===== src/rtl/lobm_pkg.sv =====
// Shared types and constants for the limit order book matcher.
package lobm_pkg;

	localparam int BOOK_DEPTH = 32;
	localparam int CNT_W      = $clog2(BOOK_DEPTH + 1);
	localparam int CMDQ_DEPTH = 2;
	localparam int RESQ_DEPTH = 4;

	localparam logic [1:0] MODE_MARKET = 2'd0;
	localparam logic [1:0] MODE_LIMIT  = 2'd1;

	localparam logic [1:0] KIND_TRADE  = 2'd0;
	localparam logic [1:0] KIND_RESTED = 2'd1;
	localparam logic [1:0] KIND_DONE   = 2'd2;
	localparam logic [1:0] KIND_FULL   = 2'd3;

	typedef struct packed {
		logic        side;
		logic [1:0]  mode;
		logic [15:0] price;
		logic [15:0] quantity;
	} order_t;

	typedef struct packed {
		logic [1:0]  kind;
		logic [31:0] order_id;
		logic [31:0] resting_id;
		logic [15:0] fill_price;
		logic [15:0] amount;
		logic        last;
	} report_t;

	typedef enum logic [1:0] {
		CLS_NONE,
		CLS_MARKET,
		CLS_LIMIT,
		CLS_REST
	} cls_t;

	typedef struct packed {
		cls_t        cls;
		logic        sell;
		logic [15:0] price;
		logic [15:0] qty;
		logic [31:0] oid;
	} cmd_t;

	typedef struct packed {
		logic [15:0] px;
		logic [15:0] rem;
		logic [31:0] id;
	} entry_t;

	typedef enum logic {
		ST_IDLE,
		ST_MATCH
	} state_t;

endpackage


===== src/rtl/lobm_resq.sv =====
// Result queue between the matching sequencer and the result port.
module lobm_resq (
	input  logic              clk,
	input  logic              arst_n,
	input  logic              wr_valid,
	output logic              wr_ready,
	input  lobm_pkg::report_t wr_data,
	output logic              empty,
	input  logic              pop,
	output lobm_pkg::report_t report
);
	import lobm_pkg::*;

	localparam int PTR_W = $clog2(RESQ_DEPTH);
	localparam int QC_W  = $clog2(RESQ_DEPTH + 1);

	report_t          mem_q [RESQ_DEPTH];
	logic [PTR_W-1:0] wr_q, rd_q;
	logic [QC_W-1:0]  cnt_q;
	logic             wr, rd;

	assign wr_ready = (cnt_q != QC_W'(RESQ_DEPTH));
	assign empty    = (cnt_q == '0);
	assign wr       = wr_valid && wr_ready;
	assign rd       = pop && !empty;
	assign report   = mem_q[rd_q];

	always_ff @(posedge clk or negedge arst_n) begin
		if (!arst_n) begin
			wr_q  <= '0;
			rd_q  <= '0;
			cnt_q <= '0;
		end else begin
			if (wr) begin
				wr_q <= (wr_q == PTR_W'(RESQ_DEPTH - 1)) ? '0 : wr_q + 1'b1;
			end
			if (rd) begin
				rd_q <= (rd_q == PTR_W'(RESQ_DEPTH - 1)) ? '0 : rd_q + 1'b1;
			end
			cnt_q <= cnt_q + QC_W'(wr) - QC_W'(rd);
		end
	end

	always_ff @(posedge clk) begin
		if (wr) begin
			mem_q[wr_q] <= wr_data;
		end
	end

endmodule


===== config.mk =====
export PLATFORM = sky130hd
export DESIGN_NAME = lobm_resq
export DESIGN_NICKNAME = d
export VERILOG_FILES = /design/src/rtl/lobm_pkg.sv /design/src/rtl/lobm_resq.sv
export SDC_FILE = /design/constraint.sdc
export NUM_CORES = 1
export LEC_CHECK = 0
export BUFFER_PORTS_ARGS = -buffer_cell sky130_fd_sc_hd__buf_2
export CAP_MARGIN = 20
export CORE_MARGIN = 8
export CORE_UTILIZATION = 50
export CTS_BUF_LIST = sky130_fd_sc_hd__clkbuf_2
export CTS_CLUSTER_SIZE = 14
export DETAILED_ROUTE_END_ITERATION = 12
export PLACE_DENSITY = 0.71
export SYNTH_ARGS = -nofsm -noshare
export SYNTH_HDL_FRONTEND = slang
export SYNTH_SLANG_ARGS = --single-unit

===== constraint.sdc =====
create_clock -name clk -period 6.5 [get_ports clk]
set_clock_uncertainty 0.1 [all_clocks]
set_input_delay 0.325 -clock clk [delete_from_list [all_inputs] [get_ports clk]]
set_output_delay 0.325 -clock clk [all_outputs]
set_load 0.05 [all_outputs]

; ---- After elaboration in Yosys (flattened, before gate mapping)
; Memory sizes are Yosys's and may differ from the RTL's.
; Index checks and enable logic that the tools add are counted.
[op_classes]
add_sub_neg = 4
n_eq_ne = 3
mux = 4
reduce_logical = 4
[ops]
columns = operator, count
row1 = $add 2x1->2 const B, 2
row2 = $eq 2x2->1 const B, 2
row3 = $mux 2, 2
row4 = $add 3x1->3, 1
row5 = $logic_not 3->1, 1
row6 = $ne 3x3->1 const B, 1
row7 = $sub 3x1->3, 1
row8 = $logic_and 1x1->1, 2
row9 = $mux 1, 2
row10 = $logic_not 1->1, 1
[totals]
register_bits = 7
mem_bits_rw = 396
in_bits = 103
output_inout_bits = 101
elab_cells = 19
n_memories = 1
[memory_table]
columns = name, depth, width, read_ports, rd_clocked_by_memory_dff, wr, line_no
row1 = mem_q, 4, 99, 1, 0, 1, lobm_resq.sv:17  ; report_t mem_q [RESQ_DEPTH];

; ---- Depth between registers and ports, before layout
[depth]
word_depth = 4
ltp_mapped = 9
mapped_depth_nobuf = 9

; ---- Worst setup path before layout
; No wires, ideal clock.
[synth_timing]
kind = register -> register
from = register cnt_q[2]
to = memory mem_q[0][0] in the netlist's numbering (enable)
setup_time_ps = 470
arrival_ps = 3015
required_time_ps = 5930
setup_slack_ps = 2915
path_stages_with_launch = 3
path_buffers = 0
synth_period_minus_slack_ps = 3585
path_cell_list = dfrtp_1 -> nor3b_2 -> and3b_1
[synth_via]
elab_chain_cells = 4
[synth_rtl]
columns = item, line_no
row1 = start: declaration, lobm_resq.sv:19  ; logic [QC_W-1:0] cnt_q;
row2 = start signal: assignment, lobm_resq.sv:40  ; cnt_q <= cnt_q + QC_W'(wr) - QC_W'(rd);
row3 = $ne 3x3->1, lobm_resq.sv:22  ; assign wr_ready = (cnt_q != QC_W'(RESQ_DEPTH));
row4 = $logic_and 1x1->1, lobm_resq.sv:24  ; assign wr = wr_valid && wr_ready;
row5 = $mux 1, lobm_resq.sv:45  ; if (wr) begin
row6 = $mux 1 (implied by the code), lobm_resq.sv:46  ; mem_q[wr_q] <= wr_data;
row7 = end: declaration, lobm_resq.sv:17
; No other way between the ends.

==> impl_metrics.py <==
metrics = {
    "die": {
        "die_h_um": 187.9,
        "dieWidth_um": 187.9,
        "start_util_pct": 50.26,
        "rows": 63,
        "core_um2": 29400,
        "ios": 204,
        "die_area_um2": 35310,
    },
    "worst_setup_path": {
        "crit_fanout": 40,
        "cp-start-kind": "flip-flop",
        "required_ns": 6.07,
        "crit_arrival_ns": 3.34,
        "worstSetupPathType": "flip-flop to output pin",
        "critPathCaptureType": "output pin",
    },
    "final_layout": {
        "regArea_um2": 12070,
        "mostFrequentLayoutCell": "edfxtp_1",
        "nNetsFinal": 1067,
        "num-fill-cells": 2069,
        "synthToLayoutAreaGrowth_pct": 22.53,
        "final_area_um2": 18110,
        "final_util_pct": 61.59,
        "multi_input_area_um2": 2525,
        "layout-drive-gt1-share_pct": 45.53,
        "mostFrequentLayoutCells": "edfxtp_1 (396), buf_2 (203), clkbuf_2 (135)",
        "fin_cells": 1408,
    },
    "clocking": {
        "clkSlewWorstSetupHoldPaths_ns": 0.10,
        "h-tree-depth": 3,
        "cts_sinks": 403,
        "cts_setup_buffers": 0,
        "cts_tree": "done",
        "clk_path_buf_depth": 3,
        "clock_latency_ns": 0.84,
        "ctsResizeCount": 0,
        "cts_root_buffer": "clkbuf_2",
        "cts_buffers": 97,
    },
    "power_and_ir_drop": {
        "worst_ir_drop_vdd_mv": 0.2583,
        "finalPower_mw": 8.685,
        "power_density_nw_per_um2": 479.7,
        "p_leak_nw": 6.389,
    },
    "logic_synthesis": {
        "netlist_instances": 560,
        "ys.warnings.count": 0,
        "synth_area_um2": 14780,
        "postSynthNetCount": 671,
        "ys_seq_area_share_pct": 81.65,
        "ys_ff_latch": 403,
        "yosysUniqueCellTypes": 22,
        "avgSynthCellArea_um2": 26.39,
    },
    "timing": {
        "finalHoldViolCount": 0,
        "fin_hold_ws_ns": 0.1195,
        "rsz0062_at_grt": "no",
        "fmax_ghz": 0.2655,
        "tns_ns": 0,
        "fin_ws_ns": 2.733,
        "tightestPinTransition_ns": 0.9098,
        "slew_violations": 0,
        "setup_viol": 0,
        "min_period_ns": 3.767,
        "post-route-period-util_pct": 57.95,
        "slew_headroom_pct": 39.35,
    },
    "drt": {
        "firstDrtPassIters": 4,
        "antenna_left": 0,
        "drtIter0Drc": 286,
        "wire_per_inst_um": 21.25,
        "wirelength_um": 29920,
        "num_vias": 7397,
        "viasPerCell": 5.254,
        "drc": 0,
    },
    "global_routing": {
        "antenna_found_initial": 2,
        "grt_usage_pct": 17.20,
        "grt_pass1_vias": 8559,
        "grt_max_degree": 75,
        "grt_overflow": 0,
        "grt_pass1_wl_um": 47290,
    },
    "worst_hold_path": {
        "hold_class": "input pin to flip-flop",
    },
    "place": {
        "place.gp.congestion": 0.7283,
        "dpl.cell_count": 1138,
        "pre_cts_slack_ns": 3.495,
        "dpl_cell_area_um2": 16180,
        "place_hpwl_um": 17600,
        "portBuffers": 203,
    },
    "flow_run": {
        "max_cap_viol_count": 0,
    },
    "status": {
        "status": "completed",
    },
}
## worst paths after layout
check	end	cells past startpoint	startpoint	slack, ns
worst min-delay path	mem_q[2][54]	2	wr_data[54]	0.12
worst max register to register	mem_q[1][39]	3	cnt_q[2]	3.60
worst min register to register	wr_q[1]	2	wr_q[1]	0.52
min in group asynchronous	cnt_q[2]	3	arst_n	0.33
worst max-delay path	report[70]	3	rd_q[0]	2.73
max in group asynchronous	rd_q[1]	3	arst_n	5.63
## power breakdown
| part | switching [mW] | internal [mW] |
|---|---|---|
| registers | 0.256 | 3.42 |
| logic | 2.43 | 1.07 |
| clock network | 0.914 | 0.594 |
## timing repair
action | 4_1_cts | 5_1_grt
hold buffers | 108 | 0
hold endpoints to repair | 425 | 0
setup endpoints to repair | 0 | 0
## synth_stat cells
| cell | count | area share [%] |
|---|---|---|
| edfxtp_1 | 396 | 80 |
| mux4_2 | 99 | 15 |
| buf_6 | 10 | 0.76 |
| buf_2 | 8 | 0.27 |
| dfrtp_1 | 7 | 1.2 |
| ha_1 | 7 | 0.59 |
| inv_1 | 7 | 0.18 |
| and3b_1 | 4 | 0.24 |
| nand2b_1 | 3 | 0.13 |
| buf_4 | 2 | 0.10 |
| clkbuf_1 | 2 | 0.051 |
| mux2_2 | 2 | 0.15 |
| o211ai_1 | 2 | 0.10 |
| or4bb_1 | 2 | 0.15 |
| xnor2_1 | 2 | 0.12 |
| fa_1 | 1 | 0.14 |
| nand2_1 | 1 | 0.025 |
| nor2_1 | 1 | 0.025 |
| nor3_1 | 1 | 0.034 |
| nor3b_2 | 1 | 0.085 |
| o31ai_1 | 1 | 0.051 |
| or3b_2 | 1 | 0.059 |
## routing by layer
metal	global-route usage (%)	vias to the layer above	share of wire, %	wire, µm
met1	18.89	3831	37	11100
met4	5.727	2	1.4	429
met5	0	-	0.043	13
met3	4.848	44	6.3	1895
met2	31.56	256	55	16480
li1	-	3264	-	-
## cells by family after synthesis
family	share of synthesized area (%)
AOI/OAI and AO/OA	0.1524
adders and majority gates	0.7281
DFF	81.65
and+or+nand+nor	0.7450
muxes	15.24
buffers and inverters	1.363
xor gates and xnor gates	0.1186
## area by class of cell
type | count | area share, %
sequential | 403 | 66.68
multi-input combinational | 128 | 13.94
timing repair buffer | 319 | 12.02
clock buffer | 135 | 3.731
tap | 390 | 2.695
clock inverter | 25 | 0.7670
inverter | 7 | 0.1451
antenna | 1 | 0.01382
## worst max-delay path, stage by stage, from the launching register on
cell     delay [ns]
dfrtp_4        0.95
buf_4          0.68
mux4_2         0.62
buf_2          0.23
## sequential cells by signal, summed over array words and instances, names as in the netlist
register	cells
mem_q	396
rd_q	2
wr_q	2
cnt_q	3
Note: power is estimated with default switching activity, not from simulation.
