[config.mk]
export PLATFORM = sky130hd
export DESIGN_NAME = lobm_front
export DESIGN_NICKNAME = d
export VERILOG_FILES = /design/src/rtl/lobm_pkg.sv /design/src/rtl/lobm_front.sv
export SDC_FILE = /design/constraint.sdc
export NUM_CORES = 1
export LEC_CHECK = 0
export BUFFER_PORTS_ARGS = -buffer_cell sky130_fd_sc_hd__buf_4
export CAP_MARGIN = 20
export CORE_UTILIZATION = 60
export DETAILED_ROUTE_END_ITERATION = 12
export PLACE_DENSITY = 0.84
export SYNTH_ARGS = -nofsm -noshare
export SYNTH_HDL_FRONTEND = slang
export SYNTH_SLANG_ARGS = --single-unit
[constraint.sdc]
create_clock -name clk -period 6.84 [get_ports clk]
set_input_delay 1.368 -clock clk [delete_from_list [all_inputs] [get_ports clk]]
set_output_delay 1.368 -clock clk [all_outputs]
set_load 0.03 [all_outputs]
[src/rtl/lobm_pkg.sv]
// Shared types and constants for the limit order book matcher.
package lobm_pkg;

	localparam int BOOK_DEPTH = 32;
	localparam int CNT_W      = $clog2(BOOK_DEPTH + 1);
	localparam int CMDQ_DEPTH = 2;
	localparam int RESQ_DEPTH = 4;

	localparam logic [1:0] MODE_MARKET = 2'd0;
	localparam logic [1:0] MODE_LIMIT  = 2'd1;

	localparam logic [1:0] KIND_TRADE  = 2'd0;
	localparam logic [1:0] KIND_RESTED = 2'd1;
	localparam logic [1:0] KIND_DONE   = 2'd2;
	localparam logic [1:0] KIND_FULL   = 2'd3;

	typedef struct packed {
		logic        side;
		logic [1:0]  mode;
		logic [15:0] price;
		logic [15:0] quantity;
	} order_t;

	typedef struct packed {
		logic [1:0]  kind;
		logic [31:0] order_id;
		logic [31:0] resting_id;
		logic [15:0] fill_price;
		logic [15:0] amount;
		logic        last;
	} report_t;

	typedef enum logic [1:0] {
		CLS_NONE,
		CLS_MARKET,
		CLS_LIMIT,
		CLS_REST
	} cls_t;

	typedef struct packed {
		cls_t        cls;
		logic        sell;
		logic [15:0] price;
		logic [15:0] qty;
		logic [31:0] oid;
	} cmd_t;

	typedef struct packed {
		logic [15:0] px;
		logic [15:0] rem;
		logic [31:0] id;
	} entry_t;

	typedef enum logic {
		ST_IDLE,
		ST_MATCH
	} state_t;

endpackage

[src/rtl/lobm_front.sv]
// Front end: accept orders, number and classify them, queue commands.
module lobm_front (
	input  logic            clk,
	input  logic            arst_n,
	input  logic            push,
	output logic            full,
	input  lobm_pkg::order_t order,
	output logic            cmd_valid,
	input  logic            cmd_take,
	output lobm_pkg::cmd_t  cmd
);
	import lobm_pkg::*;

	localparam int PTR_W = $clog2(CMDQ_DEPTH);
	localparam int QC_W  = $clog2(CMDQ_DEPTH + 1);

	cmd_t             cmdq_q [CMDQ_DEPTH];
	logic [PTR_W-1:0] wr_q, rd_q;
	logic [QC_W-1:0]  cnt_q;
	logic [31:0]      next_number_q;
	logic             acc, take;
	cmd_t             new_cmd;

	assign full      = (cnt_q == QC_W'(CMDQ_DEPTH));
	assign acc       = push && !full;
	assign cmd_valid = (cnt_q != '0);
	assign take      = cmd_take && cmd_valid;
	assign cmd       = cmdq_q[rd_q];

	always_comb begin
		new_cmd.sell  = order.side;
		new_cmd.price = order.price;
		new_cmd.qty   = order.quantity;
		new_cmd.oid   = next_number_q;
		if (order.quantity == '0) begin
			new_cmd.cls = CLS_NONE;
		end else if (order.mode == MODE_MARKET) begin
			new_cmd.cls = CLS_MARKET;
		end else if (order.mode == MODE_LIMIT) begin
			new_cmd.cls = CLS_LIMIT;
		end else begin
			new_cmd.cls = CLS_REST;
		end
	end

	always_ff @(posedge clk or negedge arst_n) begin
		if (!arst_n) begin
			wr_q          <= '0;
			rd_q          <= '0;
			cnt_q         <= '0;
			next_number_q <= 32'd1;
		end else begin
			if (acc) begin
				wr_q          <= (wr_q == PTR_W'(CMDQ_DEPTH - 1)) ? '0 : wr_q + 1'b1;
				next_number_q <= next_number_q + 32'd1;
			end
			if (take) begin
				rd_q <= (rd_q == PTR_W'(CMDQ_DEPTH - 1)) ? '0 : rd_q + 1'b1;
			end
			cnt_q <= cnt_q + QC_W'(acc) - QC_W'(take);
		end
	end

	always_ff @(posedge clk) begin
		if (acc) begin
			cmdq_q[wr_q] <= new_cmd;
		end
	end

endmodule

After elaboration in Yosys (flattened, before gate mapping)
Memories as Yosys holds them, arrays and structs flattened.
Cells that the tools add are included.
{"block": "word_totals", "ram_bits": 134, "mem_count": 1, "out_inout_bits": 69, "inputBits": 39, "ff_bits": 36}
{"block": "op_classes", "add_sub_neg": 5, "eq_ne": 2, "n_reduce_logical": 6, "mux": 7}
{"name": "cmdq_q", "depth": 2, "width": 67, "rd": 1, "rd_clocked_by_memory_dff": 0, "wr": 1, "line_no": "lobm_front.sv:17", "rtl": "cmd_t cmdq_q [CMDQ_DEPTH];"}
{"operator": "$add A32 B1 Y32 const B", "count": 1}
{"operator": "$logic_not A16 Y1", "count": 1}
{"operator": "$mux W1", "count": 5}
{"operator": "$mux W2", "count": 2}
{"operator": "$add A1 B1 Y1 const B", "count": 2}
{"operator": "$add A2 B1 Y2", "count": 1}
{"operator": "$eq A2 B1 Y1 const B", "count": 1}
{"operator": "$eq A2 B2 Y1 const B", "count": 1}
{"operator": "$logic_and A1 B1 Y1", "count": 2}
{"operator": "$logic_not A2 Y1", "count": 1}
{"operator": "$reduce_bool A2 Y1", "count": 1}
{"operator": "$sub A2 B1 Y2", "count": 1}
{"operator": "$logic_not A1 Y1", "count": 1}

Longest topological paths before layout
{"block": "depth", "word_depth": 5, "ltp_mapped": 7, "ltp_nobuf": 7}

Worst setup path after synthesis
OpenSTA, ideal clock, no wires.
{"block": "synth_timing", "path_type": "in2reg", "start": "input push", "end": "memory cmdq_q[0][0] in the netlist's numbering (enable)", "cell_stages": 2, "path_buffers": 0, "slack_ns": 2.028, "setup_time_ns": 0.493, "arrival_time_ns": 4.319, "t_required_ns": 6.347, "path_cell_list": "nand2_1 nor2_1"}
{"block": "synth_via", "elab_chain_len": 3}
{"element": "from (decl)", "line_no": "lobm_front.sv:5", "rtl": "input logic push,"}
{"element": "$logic_and A1 B1 Y1", "line_no": "lobm_front.sv:25", "rtl": "assign acc = push && !full;"}
{"element": "$mux W1", "line_no": "lobm_front.sv:65", "rtl": "if (acc) begin"}
{"element": "$mux W1 (not written as such)", "line_no": "lobm_front.sv:66", "rtl": "cmdq_q[wr_q] <= new_cmd;"}
{"element": "to (decl)", "line_no": "lobm_front.sv:17"}
Every way passes these cells.

==> impl_results.md <==
* Total core area at 10500 µm²
* Top post-synthesis cells by area: edfxtp_1 61%, dfrtp_1 13%, mux2_2 12%
* Io pins at 108
* Switching Power at 1230 µW
* Number of synthesized flops with an enable pin at 134
* Nets at 527
* Worst EP required at 5470 ps
* Total CTS buffers at 17
* Vias per cell at 5.68
* Diode count at 0
* # setup viols final at 0
* Initial DRC count at 198
* Crit-path max FO at 42
* Reg2reg start: cnt_q[1]
* CTS tree: done
* RSZ-0062 raised after global routing: no
* Crit. Startpoint: rd_q
* Top post-synthesis cells by count: 134 x edfxtp_1, 68 x mux2_2, 35 x dfrtp_1, 24 x xnor2_1, 16 x nand4_1
* Final GP Congestion at 0.735
* Post-synth top flop: edfxtp_1
* Hold EP: next_number_q[31]
* Total gr overflow at 0
* Sequential power share at 40.6%
* Worst Max-Slew Pin Slew at 785 ps
* Clock group share of total power at 25.8%
* Hold crit path type: flip-flop to flip-flop
* Largest net degree at the start of global routing at 43
* Slew headroom at 47.6%
* Area Overhead vs Synth at 23.4%
* Die Ht at 107 µm
* Register area share after synthesis at 74.4%
* Clk sinks at 170
* Share of layout cells above drive strength 1 at 44.4%
* Worst R2R End: cmdq_q[0][50]
* Yosys Warn Count at 0
* Rows at 37
* Pwr Density at 454 nW/µm²
* Startpoint types: flip-flop
* Period utilization at 56.0%
* Die W at 107 µm
* Cell-internal power at 2480 µW
* Number of global-route vias before repair at 3741
* CP max stage cell: dfrtp_2
* Clk Tree Root Cell: clkbuf_8
* Via count of the routed design at 3602
* Die area at 11500 µm²
* Worst path max stage delay at 760 ps
* Outcome: completed
* Fin. max-slew vios at 0
* Gate Count Post-Synth at 366
* H-tree Lvls at 4
* Top-count cell post-synth: edfxtp_1
* Number of post-CTS setup repair buffers at 0
* R2R depth at 4
* Post-Route WL at 12200 µm
* Yosys top cell area share at 60.8%
* Reg2reg setup slack at 4480 ps
* Clk_lat worst skew at 520 ps
* First-pass DRT Iterations at 4
* Area occupied by registers at 4930 µm²
* Final Hold Vio Count at 0
* Synth Register Bits at 170
* Initial antenna violation count at 0
* Syn Area/Cell at 18.1 µm²
* Cell mode on critical path: buf_4
* IO buf count at 107
* Global-route wire length before repair at 19300 µm
* DRC Markers at 0
* Area leader, netlist: edfxtp_1
* Leak pwr at 0.00309 µW
* CTS clock-pin slew for the worst setup and hold paths at 60 ps
* Syn_nets at 408
* # fillers at 583
* Post-CTS resize count at 0
* Max VDD drop at 222 µV
* Worst Hold Launch: next_number_q[31]
* Final HPWL DP at 7560 µm
* Sum of negative setup slack at 0 ps
* CTS Hold Bufs at 0
* Sw Ratio at 33.3%
* Multi-input gate area at 1630 µm²
* Gr usage total at 22.8%
* Final hold slack at 493 ps
* Critical path cell sequence: buf_4, mux2_2, buf_4
* Max Cap Viol at 0
* CP Class: flip-flop to output port
* DRT antenna net count at 0
* CP Capture Type: output port
* Hold Path Depth at 1
* Power after layout at 3710 µW
* Starting Density at 63.0%
* Post-synthesis cell area at 6620 µm²
* CP arrival at 2470 ps
* Clock buffer depth at 2
* Netlist cell types at 32
* Tmin final at 3830 ps
* WL per Instance at 19.2 µm
* Logic pwr share at 33.5%
* Final Skew at 7.68 ps
* FMAX at 0.261 GHz
* Async SR Flop Fraction at 21.2%
[sequential cells by signal (all words and copies together), names as in the netlist]
signal / flops
cmdq_q: 134
cnt_q: 2
next_number_q: 32
rd_q: 1
wr_q: 1
[metal layers]
metal  track usage (%)  vias up  share of wire, %  wire length [µm]
li1                  -     1644                 -                 -
met1              29.9     1798                41              4990
met2              37.2      142                52              6290
met3              5.17       18               5.9               718
met4              9.10        0               1.6               190
met5                 0        -                 0                 0
[power groups by stage]
stage / clock network, µW / logic, µW / registers, µW
global route: 1010 / 1320 / 1530
detailed placement: 0 / 1250 / 1530
global placement: 0 / 1230 / 1510
floorplan: 0 / 874 / 1480
finish: 960 / 1250 / 1510
CTS: 976 / 1260 / 1510
[final cells by class]
cell class / count / area share, %
inverters: 5 / 0.230
well taps: 136 / 2.08
flip-flops and latches: 170 / 60.3
multi-input cells: 181 / 20.0
clock inverters: 14 / 2.17
clock buffers: 18 / 5.11
repair buffers: 110 / 10.1
[worst max-delay path: cells and delay by family, from the launching register on]
kind	cells	cell delay, ps
buf+inv	2	740
flops	1	760
mux	1	420
[cells in the final DEF, fill, tap and decap left out, drive strengths merged, types with 2 or more instances in the layout]
cell      netlist  routed
edfxtp        134     134
and4            3       3
xor2           11      11
mux2           68      68
ha              3       3
nand3          10      10
clkbuf          2      18
and3            5       5
bufinv          0       4
clkinv          0       7
inv             5       6
or2             2       2
clkinvlp        0       2
dfrtp          35      35
nor4            9       9
a41oi           2       2
nor4b           2       2
xnor2          24      24
and2            4       4
buf             8     110
nor3            4       4
nand4          16      16
nor2            8       8
nand2           8       8
[worst max-delay path by stage]
stage                          endpoint  slack [ps]  cells after the start
after floorplan            cmdq_q[0][0]        2030                      2
after global routing            cmd[32]        2850                      3
after global placement    cmdq_q[0][55]        3530                      4
final                           cmd[50]        3010                      3
after CTS                       cmd[66]        2950                      3
after detailed placement  cmdq_q[0][42]        3500                      4
[stage by stage]
step | setup WS [ps] | area [µm²] | std cells | util (%)
final | 3010 | 8170 | 634 | 77.8
after global routing | 2850 | 8170 | 634 | 77.8
after CTS | 2950 | 8170 | 634 | 77.8
after detailed placement | 3500 | 7580 | 602 | 72.1
after global placement | 3530 | 7580 | 602 | 72.1
after floorplan | 2030 | 6620 | 366 | -
[logic make-up (layout without fill, tap and decap cells)]
family                   Yosys count  count (layout)  share of synthesized area (%)
flip-flops                       170             170                           74.4
AND/OR/NAND/NOR                   73              73                           7.52
multiplexers                      68              68                           11.6
XOR/XNOR                          35              35                           4.63
buffers and inverters             15             147                           1.04
adder cells (fa/ha/maj)            3               3                          0.567
AO/OA/AOI/OAI                      2               2                          0.265
Note: power is estimated with default switching activity, not from simulation.
